[src/rtl/mfmt_pkg.sv]
// Package: constants and types shared by the multi-turn tracker files.
package mfmt_pkg;

  localparam int unsigned COUNTS_PER_TURN = 8192;
  localparam int unsigned HALF_TURN = COUNTS_PER_TURN / 2;

  localparam int unsigned ANGLE_W = 16;
  localparam int unsigned TURN_W = 32;
  localparam int unsigned APB_ADDR_W = 3;
  localparam int unsigned APB_DATA_W = 32;

  // register word index (paddr[2])
  localparam logic REG_DIRECTION = 1'b0;

  typedef enum logic {
    DIR_FORWARD = 1'b0,
    DIR_REVERSE = 1'b1
  } dir_e;

  typedef struct packed {
    logic [7:0] byte_0;
    logic [7:0] byte_1;
    logic [7:0] byte_2;
    logic [7:0] byte_3;
    logic [7:0] byte_4;
    logic [7:0] byte_5;
    logic [7:0] byte_6;
  } frame_t;

endpackage

[src/rtl/mfmt_if.sv]
// Interfaces: feedback frame channel and tracker result channel.
interface mfmt_frame_if;
  logic       valid;
  logic       ready;
  logic [7:0] byte_0;
  logic [7:0] byte_1;
  logic [7:0] byte_2;
  logic [7:0] byte_3;
  logic [7:0] byte_4;
  logic [7:0] byte_5;
  logic [7:0] byte_6;

  modport source (
    output valid, byte_0, byte_1, byte_2, byte_3, byte_4, byte_5, byte_6,
    input  ready
  );
  modport sink (
    input  valid, byte_0, byte_1, byte_2, byte_3, byte_4, byte_5, byte_6,
    output ready
  );
endinterface

interface mfmt_result_if;
  logic               valid;
  logic               ready;
  logic        [15:0] rotor_angle;
  logic signed [15:0] shaft_speed;
  logic signed [15:0] torque_current;
  logic signed [7:0]  temperature;
  logic signed [31:0] turn_count;
  logic signed [31:0] total_position;

  modport source (
    output valid, rotor_angle, shaft_speed, torque_current, temperature,
           turn_count, total_position,
    input  ready
  );
  modport sink (
    input  valid, rotor_angle, shaft_speed, torque_current, temperature,
           turn_count, total_position,
    output ready
  );
endinterface

[src/rtl/motor_feedback_multiturn_tracker.sv]
// Top level: feedback frame decode and multi-turn angle unwrap with APB register.
// A request passes through the single input register and then the result register.
// Throughput: one request per cycle while result_o.ready does not stall the output.
// The turn counter and its scaled position advance incrementally, so no multiplier.
// Reset: rst_ni clears both valid flags, the active flag, angles, turns and direction.
// The first request after reset latches the initial angle; turns start at zero.
module motor_feedback_multiturn_tracker
  import mfmt_pkg::*;
(
  input  logic                  clk_i,
  input  logic                  rst_ni,
  input  logic                  psel,
  input  logic                  penable,
  input  logic                  pwrite,
  input  logic [APB_ADDR_W-1:0] paddr,
  input  logic [APB_DATA_W-1:0] pwdata,
  output logic [APB_DATA_W-1:0] prdata,
  output logic                  pready,
  mfmt_frame_if.sink            frame_i,
  mfmt_result_if.source         result_o
);

  localparam logic signed [ANGLE_W:0] HalfTurnS = (ANGLE_W + 1)'(HALF_TURN);
  localparam logic [TURN_W-1:0] TurnStep = TURN_W'(COUNTS_PER_TURN);

  dir_e                dir_q;
  logic                s1_valid_q;
  frame_t              s1_q;
  logic                res_valid_q;
  logic                active_q;
  logic [ANGLE_W-1:0]  init_angle_q;
  logic [ANGLE_W-1:0]  last_angle_q;
  logic [TURN_W-1:0]   turns_q;
  logic [TURN_W-1:0]   base_q;

  logic                cfg_wr;
  logic                s1_adv;
  logic [ANGLE_W-1:0]  angle;
  logic [ANGLE_W-1:0]  init_angle;
  logic [ANGLE_W-1:0]  last_angle;
  logic signed [ANGLE_W:0] diff;
  logic signed [ANGLE_W:0] off_s;
  logic                turn_inc;
  logic                turn_dec;
  logic [TURN_W-1:0]   turns_d;
  logic [TURN_W-1:0]   base_d;
  logic [TURN_W-1:0]   off_ext;
  logic [TURN_W-1:0]   offset;

  // configuration port
  assign pready = 1'b1;
  assign cfg_wr = psel && penable && pwrite && pready && (paddr[2] == REG_DIRECTION);
  assign prdata = (paddr[2] == REG_DIRECTION) ? APB_DATA_W'(dir_q) : '0;

  always_ff @(posedge clk_i or negedge rst_ni) begin
    if (!rst_ni) begin
      dir_q <= DIR_FORWARD;
    end else if (cfg_wr) begin
      dir_q <= dir_e'(pwdata[0]);
    end
  end

  // handshake
  assign s1_adv = s1_valid_q && (!res_valid_q || result_o.ready);
  assign frame_i.ready = !s1_valid_q || s1_adv;

  always_ff @(posedge clk_i or negedge rst_ni) begin
    if (!rst_ni) begin
      s1_valid_q  <= 1'b0;
      res_valid_q <= 1'b0;
    end else begin
      if (frame_i.ready) begin
        s1_valid_q <= frame_i.valid;
      end
      if (s1_adv) begin
        res_valid_q <= 1'b1;
      end else if (result_o.ready) begin
        res_valid_q <= 1'b0;
      end
    end
  end

  always_ff @(posedge clk_i) begin
    if (frame_i.valid && frame_i.ready) begin
      s1_q <= '{byte_0: frame_i.byte_0, byte_1: frame_i.byte_1,
                byte_2: frame_i.byte_2, byte_3: frame_i.byte_3,
                byte_4: frame_i.byte_4, byte_5: frame_i.byte_5,
                byte_6: frame_i.byte_6};
    end
  end

  // unwrap
  assign angle      = {s1_q.byte_0, s1_q.byte_1};
  assign init_angle = active_q ? init_angle_q : angle;
  assign last_angle = active_q ? last_angle_q : angle;
  assign diff  = signed'({1'b0, angle}) - signed'({1'b0, last_angle});
  assign off_s = signed'({1'b0, angle}) - signed'({1'b0, init_angle});

  assign turn_inc = ((diff < -HalfTurnS) && (dir_q == DIR_FORWARD)) ||
                    ((diff > HalfTurnS) && (dir_q == DIR_REVERSE));
  assign turn_dec = ((diff > HalfTurnS) && (dir_q == DIR_FORWARD)) ||
                    ((diff < -HalfTurnS) && (dir_q == DIR_REVERSE));

  always_comb begin
    priority if (turn_inc) begin
      turns_d = turns_q + TURN_W'(1);
      base_d  = base_q + TurnStep;
    end else if (turn_dec) begin
      turns_d = turns_q - TURN_W'(1);
      base_d  = base_q - TurnStep;
    end else begin
      turns_d = turns_q;
      base_d  = base_q;
    end
  end

  assign off_ext = {{(TURN_W - ANGLE_W - 1){off_s[ANGLE_W]}}, off_s};
  assign offset  = (dir_q == DIR_REVERSE) ? (TURN_W'(0) - off_ext) : off_ext;

  always_ff @(posedge clk_i or negedge rst_ni) begin
    if (!rst_ni) begin
      active_q     <= 1'b0;
      init_angle_q <= '0;
      last_angle_q <= '0;
      turns_q      <= '0;
      base_q       <= '0;
    end else if (s1_adv) begin
      active_q     <= 1'b1;
      init_angle_q <= init_angle;
      last_angle_q <= angle;
      turns_q      <= turns_d;
      base_q       <= base_d;
    end
  end

  // result register
  always_ff @(posedge clk_i) begin
    if (s1_adv) begin
      result_o.rotor_angle    <= angle;
      result_o.shaft_speed    <= signed'({s1_q.byte_2, s1_q.byte_3});
      result_o.torque_current <= signed'({s1_q.byte_4, s1_q.byte_5});
      result_o.temperature    <= signed'(s1_q.byte_6);
      result_o.turn_count     <= signed'(turns_d);
      result_o.total_position <= signed'(base_d + offset);
    end
  end

  assign result_o.valid = res_valid_q;

  a_active_set: assert property (@(posedge clk_i) disable iff (!rst_ni)
    s1_adv |=> active_q)
    else $error("active flag not set after first request");

  a_base_tracks_turns: assert property (@(posedge clk_i) disable iff (!rst_ni)
    base_q == TURN_W'(turns_q * TurnStep))
    else $error("scaled position base out of step with turn counter");

  a_turn_single_step: assert property (@(posedge clk_i) disable iff (!rst_ni)
    (turns_q == $past(turns_q)) || (turns_q == $past(turns_q) + TURN_W'(1)) ||
    (turns_q == $past(turns_q) - TURN_W'(1)))
    else $error("turn counter moved by more than one");

  a_state_hold: assert property (@(posedge clk_i) disable iff (!rst_ni)
    !s1_adv |=> $stable(turns_q) && $stable(last_angle_q))
    else $error("tracker state changed without a request");

  a_result_source: assert property (@(posedge clk_i) disable iff (!rst_ni)
    $rose(res_valid_q) |-> $past(s1_valid_q))
    else $error("result valid without a staged request");

endmodule
[src/flat_wrapper.sv]
// flat-port wrapper written by rule: the top's interface ports become plain ports
module motor_feedback_multiturn_tracker_flat import mfmt_pkg::*;
  (clk_i, rst_ni, psel, penable, pwrite, paddr, pwdata, prdata, pready, frame_i_valid, frame_i_byte_0, frame_i_byte_1, frame_i_byte_2, frame_i_byte_3, frame_i_byte_4, frame_i_byte_5, frame_i_byte_6, frame_i_ready, result_o_valid, result_o_rotor_angle, result_o_shaft_speed, result_o_torque_current, result_o_temperature, result_o_turn_count, result_o_total_position, result_o_ready);
  mfmt_frame_if frame_i_i ();
  mfmt_result_if result_o_i ();
  input  logic clk_i;
  input  logic rst_ni;
  input  logic psel;
  input  logic penable;
  input  logic pwrite;
  input  logic [APB_ADDR_W-1:0] paddr;
  input  logic [APB_DATA_W-1:0] pwdata;
  output logic [APB_DATA_W-1:0] prdata;
  output logic pready;
  input wire logic [$bits(frame_i_i.valid)-1:0] frame_i_valid;
  input wire logic [$bits(frame_i_i.byte_0)-1:0] frame_i_byte_0;
  input wire logic [$bits(frame_i_i.byte_1)-1:0] frame_i_byte_1;
  input wire logic [$bits(frame_i_i.byte_2)-1:0] frame_i_byte_2;
  input wire logic [$bits(frame_i_i.byte_3)-1:0] frame_i_byte_3;
  input wire logic [$bits(frame_i_i.byte_4)-1:0] frame_i_byte_4;
  input wire logic [$bits(frame_i_i.byte_5)-1:0] frame_i_byte_5;
  input wire logic [$bits(frame_i_i.byte_6)-1:0] frame_i_byte_6;
  output wire logic [$bits(frame_i_i.ready)-1:0] frame_i_ready;
  output wire logic [$bits(result_o_i.valid)-1:0] result_o_valid;
  output wire logic [$bits(result_o_i.rotor_angle)-1:0] result_o_rotor_angle;
  output wire logic [$bits(result_o_i.shaft_speed)-1:0] result_o_shaft_speed;
  output wire logic [$bits(result_o_i.torque_current)-1:0] result_o_torque_current;
  output wire logic [$bits(result_o_i.temperature)-1:0] result_o_temperature;
  output wire logic [$bits(result_o_i.turn_count)-1:0] result_o_turn_count;
  output wire logic [$bits(result_o_i.total_position)-1:0] result_o_total_position;
  input wire logic [$bits(result_o_i.ready)-1:0] result_o_ready;
  assign frame_i_i.valid = frame_i_valid;
  assign frame_i_i.byte_0 = frame_i_byte_0;
  assign frame_i_i.byte_1 = frame_i_byte_1;
  assign frame_i_i.byte_2 = frame_i_byte_2;
  assign frame_i_i.byte_3 = frame_i_byte_3;
  assign frame_i_i.byte_4 = frame_i_byte_4;
  assign frame_i_i.byte_5 = frame_i_byte_5;
  assign frame_i_i.byte_6 = frame_i_byte_6;
  assign frame_i_ready = frame_i_i.ready;
  assign result_o_valid = result_o_i.valid;
  assign result_o_rotor_angle = result_o_i.rotor_angle;
  assign result_o_shaft_speed = result_o_i.shaft_speed;
  assign result_o_torque_current = result_o_i.torque_current;
  assign result_o_temperature = result_o_i.temperature;
  assign result_o_turn_count = result_o_i.turn_count;
  assign result_o_total_position = result_o_i.total_position;
  assign result_o_i.ready = result_o_ready;
  motor_feedback_multiturn_tracker u_core (.clk_i(clk_i), .rst_ni(rst_ni), .psel(psel), .penable(penable), .pwrite(pwrite), .paddr(paddr), .pwdata(pwdata), .prdata(prdata), .pready(pready), .frame_i(frame_i_i), .result_o(result_o_i));
endmodule
[config.mk]
export PLATFORM = sky130hd
export DESIGN_NAME = motor_feedback_multiturn_tracker_flat
export DESIGN_NICKNAME = d
export VERILOG_FILES = /design/src/rtl/mfmt_pkg.sv /design/src/rtl/mfmt_if.sv /design/src/rtl/motor_feedback_multiturn_tracker.sv /design/src/flat_wrapper.sv
export SDC_FILE = /design/constraint.sdc
export NUM_CORES = 1
export LEC_CHECK = 0
export BUFFER_PORTS_ARGS = -buffer_cell sky130_fd_sc_hd__buf_2
export CORE_MARGIN = 5
export CORE_UTILIZATION = 48
export CTS_CLUSTER_SIZE = 10
export DETAILED_ROUTE_END_ITERATION = 6
export GPL_TIMING_DRIVEN = 0
export PLACE_DENSITY = 0.75
export SYNTH_ARGS = -nofsm -noshare
export SYNTH_HDL_FRONTEND = slang
export SYNTH_SLANG_ARGS = --single-unit
[constraint.sdc]
create_clock -name clk_i -period 14.7 [get_ports clk_i]
set_input_delay 2.94 -clock clk_i [delete_from_list [all_inputs] [get_ports clk_i]]
set_output_delay 2.94 -clock clk_i [all_outputs]
set_load 0.05 [all_outputs]
==> flow_metrics.py, run 1 <==
metrics = {
    "critical_path": {
        "crit_fanout": 10,
        "critical-path-max-stage-delay_ns": 0.65,
        "endpoint_kind": "flip-flop",
        "critPathMostFrequentCell": "a21oi_1",
        "cp.arrival_ns": 8.96,
        "critPathRequiredTime_ns": 15.01,
        "crit_family": "compound AO/OA/AOI/OAI gates",
        "start_kind": "flip-flop",
        "path_buf_inv": 5,
        "crit_slowest_cell": "a2111oi_0",
        "critPathKind": "flip-flop to flip-flop",
    },
    "grt": {
        "grt_pass1_vias": 10420,
        "antenna_found_initial": 0,
        "grt_max_degree": 47,
        "grt_remaining_overflow": 0,
        "grtUsageTotal": 0.1997,
        "grt_pass1_wl_um": 54430,
    },
    "synth": {
        "syn_inst": 1269,
        "synth_top_area_frac": 0.3791,
        "synth_commonest_cells": "edfxtp_1, nand2_1, dfrtp_1",
        "ys_top_cells_by_area": "edfxtp_1, dfrtp_1, ha_1",
        "ys_warn_count": 0,
        "synth.cell_area_um2": 13940,
        "ys_ff_latch": 263,
        "synth_most_common_cell": "edfxtp_1",
        "avgSynthCellArea_um2": 10.99,
        "synth_top_area_cell": "edfxtp_1",
        "synth_flop_cell": "edfxtp_1",
        "ys_types": 80,
        "async_reset_ff_frac": 0.3308,
        "ys_seq_area_frac": 0.5352,
        "synth_edf_count": 176,
    },
    "pwr": {
        "switching_share": 0.4077,
        "ir_worst_vdd_uv": 104.6,
        "p_leak_uw": 0.006928,
        "p_switching_uw": 1273,
        "p_comb_frac": 0.442,
        "p_per_area_nw_per_um2": 189.4,
        "power_frac_seq": 0.342,
        "pwr-share-clk": 0.217,
        "internal_power_uw": 1850,
    },
    "die": {
        "initial_utilization": 0.4857,
        "num_rows": 62,
        "core_area_um2": 28700,
        "die-area_um2": 32560,
        "ios": 253,
        "die_w_um": 180.4,
        "die_h_um": 180.4,
    },
    "finish": {
        "n_antenna_cell": 0,
        "area_growth_pct": 18.24,
        "nets": 1681,
        "drive_gt1_frac": 0.1886,
    },
    "place": {
        "gp_congestion": 0.9285,
        "port_buffers": 187,
        "pre_cts_ws_ns": 6.288,
        "dp_hpwl_um": 24740,
    },
    "cts": {
        "post_cts_buffers": 0,
        "htree_levels": 1,
        "cts_resized": 0,
        "clock_latency_ns": 0.57,
        "clkTransAtPathRegs_ns": 0.06,
        "holdBufCountCts": 0,
        "root_buffer": "clkbuf_16",
        "cts_tree": "done",
        "cts_buffer_depth": 3,
        "cts_made_buffers": 30,
        "cts.sinks": 263,
    },
    "sta": {
        "finalSetupViolations": 0,
        "hold_violations": 0,
        "layout_min_cycle_time_ns": 8.650,
        "setup_slack_ns": 6.051,
        "worstMarginPinSlew_ns": 1.209,
        "maxSlewViolCount": 0,
        "fin_setup_tns_ns": 0,
        "grt_setup_unrepaired": "no",
        "relSlewSlack": 0.1880,
        "fin_worst_skew_ns": 0.02962,
        "finalCritPeriodShare": 0.5884,
        "max_freq_mhz": 115.6,
    },
    "route": {
        "wl_per_cell_um": 17.30,
        "via_per_inst": 5.458,
        "drtIter0Drc": 808,
        "route.detailed.drc": 0,
        "num_vias": 10550,
        "ant_nets": 0,
        "firstDrtPassIters": 6,
        "wirelength_um": 33420,
    },
    "hold_path": {
        "hold_path.class": "flip-flop to flip-flop",
    },
    "status": {
        "outcome": "finished clean",
    },
    "job": {
        "max_cap_viol_count": 0,
    },
}
cell type report:
class	instances	area, um2
fill	2472	12220
sequential	263	7462
inverter	30	112.6
tap	384	480.5
clock buffer	54	860.8
multi-input combinational	925	6037
buffer	81	445.4
timing repair buffer	193	1054
clock inverter	2	33.78
final timing paths:
| kind | from | to | slack [ns] | cells past startpoint |
|---|---|---|---|---|
| setup reg to reg | u_core.active_q$_DFFE_PN0P_ | u_core.result_o.total_position[31]$_DFFE_PP_ | 6.05 | 29 |
| min in group asynchronous | rst_ni | u_core.turns_q[7]$_DFFE_PN0P_ | 2.40 | 1 |
| max in group asynchronous | rst_ni | u_core.turns_q[1]$_DFFE_PN0P_ | 11.66 | 2 |
| setup / recovery | u_core.active_q$_DFFE_PN0P_ | u_core.result_o.total_position[31]$_DFFE_PP_ | 6.05 | 29 |
| hold reg to reg | u_core.s1_q[1]$_DFFE_PP_ | u_core.result_o.temperature[1]$_DFFE_PP_ | 0.41 | 0 |
| hold / removal | u_core.s1_q[1]$_DFFE_PP_ | u_core.result_o.temperature[1]$_DFFE_PP_ | 0.41 | 0 |
per-stage QoR:
step | total power (uW) | cells | hold WS, ns | instance area, um2 | utilization
5_1_grt | 3315 | 1932 | 0.4213 | 16490 | 0.5744
3_3_place_gp | 2412 | 1870 | 0.4002 | 15470 | 0.5390
4_1_cts | 3137 | 1932 | 0.4117 | 16490 | 0.5744
3_5_place_dp | 2448 | 1876 | 0.4045 | 15590 | 0.5432
6_report | 3123 | 1932 | 0.4113 | 16490 | 0.5744
2_1_floorplan | 2121 | 1299 | 0.4003 | 14050 | -
state kept, by name (all words and copies together) (netlist names), 8 cells and up:
register                        cells
u_core.angle                       16
u_core.turns_q                     32
u_core.result_o.turn_count         32
u_core.result_o.torque_current     16
u_core.base_q                      19
u_core.s1_q                        40
u_core.init_angle_q                16
u_core.result_o.rotor_angle        16
u_core.result_o.shaft_speed        16
u_core.result_o.total_position     32
u_core.result_o.temperature         8
u_core.last_angle_q                16
placed cells by master (no fill, tap or decap), drive strengths merged, types with 9 or more instances in the layout:
master / n
buf: 244
edfxtp: 176
nand2: 128
dfrtp: 87
clkbuf: 84
xnor2: 79
nor2: 77
a21oi: 74
xor2: 61
o21ai: 57
ha: 56
nand3: 36
nor3: 36
conb: 32
inv: 29
nand4: 21
or3: 20
nor2b: 19
nand2b: 19
or4: 15
and3: 14
o22ai: 13
o31ai: 12
nor4: 12
o21a: 11
or2: 11
mux2i: 9
power groups by stage:
stage	Combinational (uW)	Sequential, uW	Clock, uW
6_report	1380	1070	676
5_1_grt	1500	1080	733
4_1_cts	1370	1070	696
3_5_place_dp	1370	1080	0
3_3_place_gp	1330	1080	0
2_1_floorplan	809	1310	0
kinds of logic after synthesis:
kind of cell	count (synthesis)	share of synthesized area
simple gates	429	0.1535
mux	12	0.008885
xor+xnor	141	0.08965
other cells	2	0.0005387
fa+ha+maj	59	0.05456
compound gates	252	0.1177
flops	263	0.5352
buf+inv	111	0.03993
layer usage:
layer	part of all wire	global-route usage	up-vias
li1	-	-	5091
met1	0.42	0.2623	4997
met2	0.48	0.3417	390
met3	0.076	0.04178	67
met4	0.024	0.04840	0
met5	0	0	-
No activity file was read; power rests on OpenSTA's default activity.
==> inputs of run 2 (changes only) <==
PLACE_DENSITY = 0.78   (was 0.75)
clock period = 6.9 ns   (was 14.7 ns; I/O delays follow)
==> flow_metrics.py, run 2 (same netlist as run 1, synthesis figures left out) <==
metrics = {
    "status": {
        "outcome": "finished clean",
    },
    "sta": {
        "setup_slack_ns": 0.2502,
        "fin_setup_tns_ns": 0,
        "whs_ns": 0.4162,
        "fin_worst_skew_ns": 0.009615,
        "max_freq_mhz": 150.4,
        "relSlewSlack": 0.2233,
        "finalCritPeriodShare": 0.9637,
        "worstMarginPinSlew_ns": 1.156,
        "maxSlewViolCount": 0,
        "finalSetupViolations": 0,
        "hold_violations": 0,
        "layout_min_cycle_time_ns": 6.650,
    },
    "pwr": {
        "switching_share": 0.4110,
        "p_switching_uw": 2880,
        "p_leak_uw": 0.007125,
        "p_comb_frac": 0.467,
        "power_frac_seq": 0.324,
        "p_per_area_nw_per_um2": 410.5,
        "internal_power_uw": 4127,
        "ir_worst_vdd_uv": 208.5,
        "pwr-share-clk": 0.208,
    },
    "die": {
        "core_area_um2": 28700,
        "num_rows": 62,
        "die_w_um": 180.4,
        "die_h_um": 180.4,
        "initial_utilization": 0.4857,
        "die-area_um2": 32560,
        "ios": 253,
    },
    "cts": {
        "cts_buffer_depth": 3,
        "holdBufCountCts": 0,
        "htree_levels": 1,
        "root_buffer": "clkbuf_16",
        "cts_tree": "done",
        "clock_latency_ns": 0.57,
        "cts_made_buffers": 31,
        "cts.sinks": 263,
        "clkTransAtPathRegs_ns": 0.06,
    },
    "grt": {
        "grt_pass1_vias": 10740,
        "grt_pass1_wl_um": 55020,
        "grt_max_degree": 52,
        "antenna_found_initial": 2,
        "grt_remaining_overflow": 0,
        "grtUsageTotal": 0.2018,
    },
    "critical_path": {
        "critical-path-max-stage-delay_ns": 0.43,
        "crit_slowest_cell": "dfrtp_2",
        "cp.arrival_ns": 6.96,
        "endpoint_kind": "flip-flop",
        "critPathRequiredTime_ns": 7.21,
        "crit_fanout": 10,
        "start_kind": "flip-flop",
        "critPathKind": "flip-flop to flip-flop",
    },
    "route": {
        "num_vias": 10770,
        "firstDrtPassIters": 5,
        "wirelength_um": 34260,
        "route.detailed.drc": 0,
        "via_per_inst": 5.501,
        "wl_per_cell_um": 17.51,
        "ant_nets": 0,
        "drtIter0Drc": 853,
    },
    "place": {
        "pre_cts_ws_ns": -1.482,
        "dp_hpwl_um": 24740,
        "port_buffers": 187,
        "gp_congestion": 0.9142,
    },
    "finish": {
        "final_common_cell": "buf_2",
        "largest_reg_flops": 40,
        "nets": 1706,
        "most-common-layout-cells": "buf_2, edfxtp_1, nand2_1, dfrtp_1, xnor2_1",
        "area_growth_pct": 22.44,
        "nFillCells": 2380,
        "drive_gt1_frac": 0.2436,
        "largest-register": "u_core.s1_q",
    },
    "hold_path": {
        "hold_path.class": "flip-flop to flip-flop",
    },
    "job": {
        "max_cap_viol_count": 0,
    },
}
run 2: metrics by stage:
stage	instance area, um2	total power (uW)	instances	util
4_1_cts	16740	6893	1941	0.5832
6_report	17070	7007	1957	0.5947
3_3_place_gp	15470	5143	1870	0.5390
5_1_grt	17070	7429	1956	0.5946
3_5_place_dp	15580	5216	1876	0.5429
2_1_floorplan	14050	4518	1299	-
run 2: power groups by stage:
| stage | Sequential (uW) | Clock, uW | Combinational, uW |
|---|---|---|---|
| final | 2270 | 1460 | 3270 |
| after global placement | 2300 | 0 | 2840 |
| after global routing | 2310 | 1570 | 3550 |
| after floorplan | 2790 | 0 | 1720 |
| after CTS | 2270 | 1500 | 3120 |
| after detailed placement | 2300 | 0 | 2910 |
run 2: layer usage:
metal | vias up | routed length, um | GRT usage
li1 | 5146 | - | -
met5 | - | 7 | 0
met4 | 2 | 964 | 0.04809
met2 | 402 | 16430 | 0.3441
met3 | 83 | 2712 | 0.04885
met1 | 5133 | 14150 | 0.2623
run 2: timing repair:
| item | in CTS | in global routing |
|---|---|---|
| endpoints found under the setup margin | 11 | 4 |
| gates resized for setup | 42 | 60 |
| setup buffers | 9 | 15 |
| pin swaps | 13 | 18 |
run 2: final timing paths:
kind | start | endpoint | slack (ns) | depth (start not counted)
max in group asynchronous | rst_ni | u_core.init_angle_q[11]$_DFFE_PN0P_ | 5.35 | 2
setup reg to reg | u_core.active_q$_DFFE_PN0P_ | u_core.result_o.total_position[31]$_DFFE_PP_ | 0.25 | 29
min in group asynchronous | rst_ni | u_core.turns_q[5]$_DFFE_PN0P_ | 0.87 | 1
setup / recovery | u_core.active_q$_DFFE_PN0P_ | u_core.result_o.total_position[31]$_DFFE_PP_ | 0.25 | 29
hold reg to reg | u_core.s1_q[20]$_DFFE_PP_ | u_core.result_o.torque_current[12]$_DFFE_PP_ | 0.42 | 0
hold / removal | u_core.s1_q[20]$_DFFE_PP_ | u_core.result_o.torque_current[12]$_DFFE_PP_ | 0.42 | 0
run 2: layout make-up:
class	count	area (um2)	area share
tap	384	480.5	0.02815
timing repair buffer	217	1226	0.07183
sequential	263	7463	0.4372
multi-input combinational	925	6389	0.3743
clock inverter	6	41.29	0.002419
buffer	81	498.0	0.02917
inverter	30	112.6	0.006597
antenna	1	2.502	0.0001466
clock buffer	50	857.1	0.05021
run 2: worst max-delay path, delay by kind of cell, from the launching register on:
kind,cells,cell delay [ns]
XOR/XNOR,3,0.62
AO/OA/AOI/OAI,12,2.31
flip-flops,1,0.43
AND/OR/NAND/NOR,7,1.28
buffers and inverters,4,0.79
adder cells (fa/ha/maj),3,0.95
==> inputs of run 3 (changes only) <==
CORE_MARGIN = not set   (was 5)
CTS_CLUSTER_DIAMETER = 200   (was not set)
==> flow_metrics.py, run 3 (same netlist as run 1, synthesis figures left out) <==
metrics = {
    "route": {
        "dr_wl_met2_um": 16080,
        "routed.top_layer": "met4",
        "ant_nets": 0,
        "wl_met1_um": 13870,
        "firstDrtPassIters": 5,
        "via_per_inst": 5.506,
        "wl_met3_um": 2298,
        "drtIter0Drc": 846,
        "num_vias": 10790,
        "wirelength_um": 33240,
        "route.detailed.drc": 0,
        "wl_per_cell_um": 16.96,
    },
    "sta": {
        "finalSetupViolations": 0,
        "hold_violations": 0,
        "finalCritPeriodShare": 0.9582,
        "relSlewSlack": 0.2291,
        "max_freq_mhz": 151.2,
        "maxSlewViolCount": 0,
        "layout_min_cycle_time_ns": 6.612,
        "whs_ns": 0.4130,
        "worstMarginPinSlew_ns": 1.148,
        "fin_worst_skew_ns": 0.01387,
    },
    "die": {
        "ios": 253,
        "die_h_um": 172.4,
        "num_rows": 62,
        "initial_utilization": 0.4871,
        "die-area_um2": 29730,
        "die_w_um": 172.4,
        "core_area_um2": 28630,
    },
    "cts": {
        "clkTransAtPathRegs_ns": 0.06,
        "holdBufCountCts": 0,
        "cts_tree": "done",
        "cts_made_buffers": 30,
        "clock_latency_ns": 0.57,
        "cts.sinks": 263,
        "htree_levels": 1,
        "cts_buffer_depth": 3,
        "root_buffer": "clkbuf_16",
    },
    "finish": {
        "nets": 1709,
        "most-common-layout-cells": "buf_2, edfxtp_1, nand2_1, dfrtp_1, xnor2_1",
        "largest-register": "u_core.s1_q",
        "largest_reg_flops": 40,
        "n_antenna_cell": 0,
        "fin_cells": 1960,
        "drive_gt1_frac": 0.2367,
        "final_common_cell": "buf_2",
        "utilization": 0.5976,
        "area_growth_pct": 22.69,
    },
    "job": {
        "max_cap_viol_count": 0,
    },
    "critical_path": {
        "critPathRequiredTime_ns": 7.21,
        "critPathKind": "flip-flop to flip-flop",
        "crit_fanout": 10,
        "endpoint_kind": "flip-flop",
        "crit_slowest_cell": "dfrtp_2",
        "cp.arrival_ns": 6.92,
        "start_kind": "flip-flop",
        "critical-path-max-stage-delay_ns": 0.43,
    },
    "pwr": {
        "switching_share": 0.4126,
        "p_switching_uw": 2884,
        "p_comb_frac": 0.467,
        "power_frac_seq": 0.326,
        "ir_worst_vdd_uv": 285.7,
        "internal_power_uw": 4106,
        "pwr-share-clk": 0.206,
        "p_leak_uw": 0.007146,
        "p_per_area_nw_per_um2": 408.6,
    },
    "grt": {
        "grt_max_degree": 62,
        "grtUsageTotal": 0.2179,
        "grt_pass1_wl_um": 50980,
        "grt_pass1_vias": 10160,
        "antenna_found_initial": 0,
        "grt_remaining_overflow": 0,
    },
    "place": {
        "gp_congestion": 0.9260,
        "dp_cells": 1875,
        "dp_hpwl_um": 23390,
        "port_buffers": 187,
    },
    "status": {
        "outcome": "finished clean",
    },
    "hold_path": {
        "hold_path.class": "flip-flop to flip-flop",
    },
}
-- run 3: cell types whose count changed in the layout (fill, tap and decap cells not counted), sizes merged --
cell and change:
clkinv -4, buf +1, diode -1, clkbuf +7
-- run 3: layer usage --
layer | GRT usage | vias up
li1 | - | 5148
met1 | 0.2816 | 5138
met2 | 0.3692 | 428
met3 | 0.03685 | 78
met4 | 0.07503 | 0
met5 | 0 | -
-- run 3: critical path, delay by kind of cell (launching register included) --
| kind | cells | cell delay, ns |
|---|---|---|
| buffers and inverters | 5 | 0.85 |
| flip-flops | 1 | 0.43 |
| XOR/XNOR | 3 | 0.62 |
| AO/OA/AOI/OAI | 13 | 2.77 |
| AND/OR/NAND/NOR | 6 | 0.96 |
| adder cells (fa/ha/maj) | 2 | 0.71 |
-- run 3: power groups by stage --
stage	clock network (uW)	registers (uW)	logic [uW]
floorplan	0	2790	1720
global placement	0	2310	2820
detailed placement	0	2310	2880
CTS	1480	2280	3050
global route	1530	2310	3540
finish	1440	2280	3270
-- run 3: final timing paths --
kind | startpoint | to | slack (ns) | cells after the start
setup / recovery | u_core.active_q$_DFFE_PN0P_ | u_core.result_o.total_position[31]$_DFFE_PP_ | 0.29 | 29
hold / removal | u_core.s1_q[2]$_DFFE_PP_ | u_core.result_o.temperature[2]$_DFFE_PP_ | 0.41 | 0
setup reg to reg | u_core.active_q$_DFFE_PN0P_ | u_core.result_o.total_position[31]$_DFFE_PP_ | 0.29 | 29
hold reg to reg | u_core.s1_q[2]$_DFFE_PP_ | u_core.result_o.temperature[2]$_DFFE_PP_ | 0.41 | 0
max in group asynchronous | rst_ni | u_core.active_q$_DFFE_PN0P_ | 5.46 | 2
min in group asynchronous | rst_ni | u_core.turns_q[12]$_DFFE_PN0P_ | 0.75 | 1
-- run 3: what timing repair did --
action | CTS | global route
pin swaps | 9 | 20
resized for setup | 40 | 56
setup endpoints to repair | 10 | 4
setup buffers | 11 | 17
gates cloned | 0 | 1
endpoints found under the hold margin | 0 | 0
-- run 3: area by class of cell --
class / instances / area [um2]
buffer: 81 / 499.2
clock buffer: 54 / 840.8
clock inverter: 2 / 38.79
fill: 2320 / 11520
inverter: 30 / 112.6
multi-input combinational: 925 / 6376
sequential: 263 / 7463
tap: 384 / 480.5
timing repair buffer: 221 / 1294
-- run 3: through the flow --
| step | setup TNS, ns | setup slack (ns) | instance area [um2] | total power, uW |
|---|---|---|---|---|
| final | 0 | 0.2883 | 17110 | 6989 |
| after global routing | -0.1109 | -0.1109 | 17110 | 7380 |
| after detailed placement | -5.710 | -1.454 | 15580 | 5187 |
| after floorplan | 0 | 0.02304 | 14050 | 4518 |
| after global placement | -223.90 | -1.723 | 15470 | 5127 |
| after CTS | 0 | 0.01672 | 16720 | 6802 |
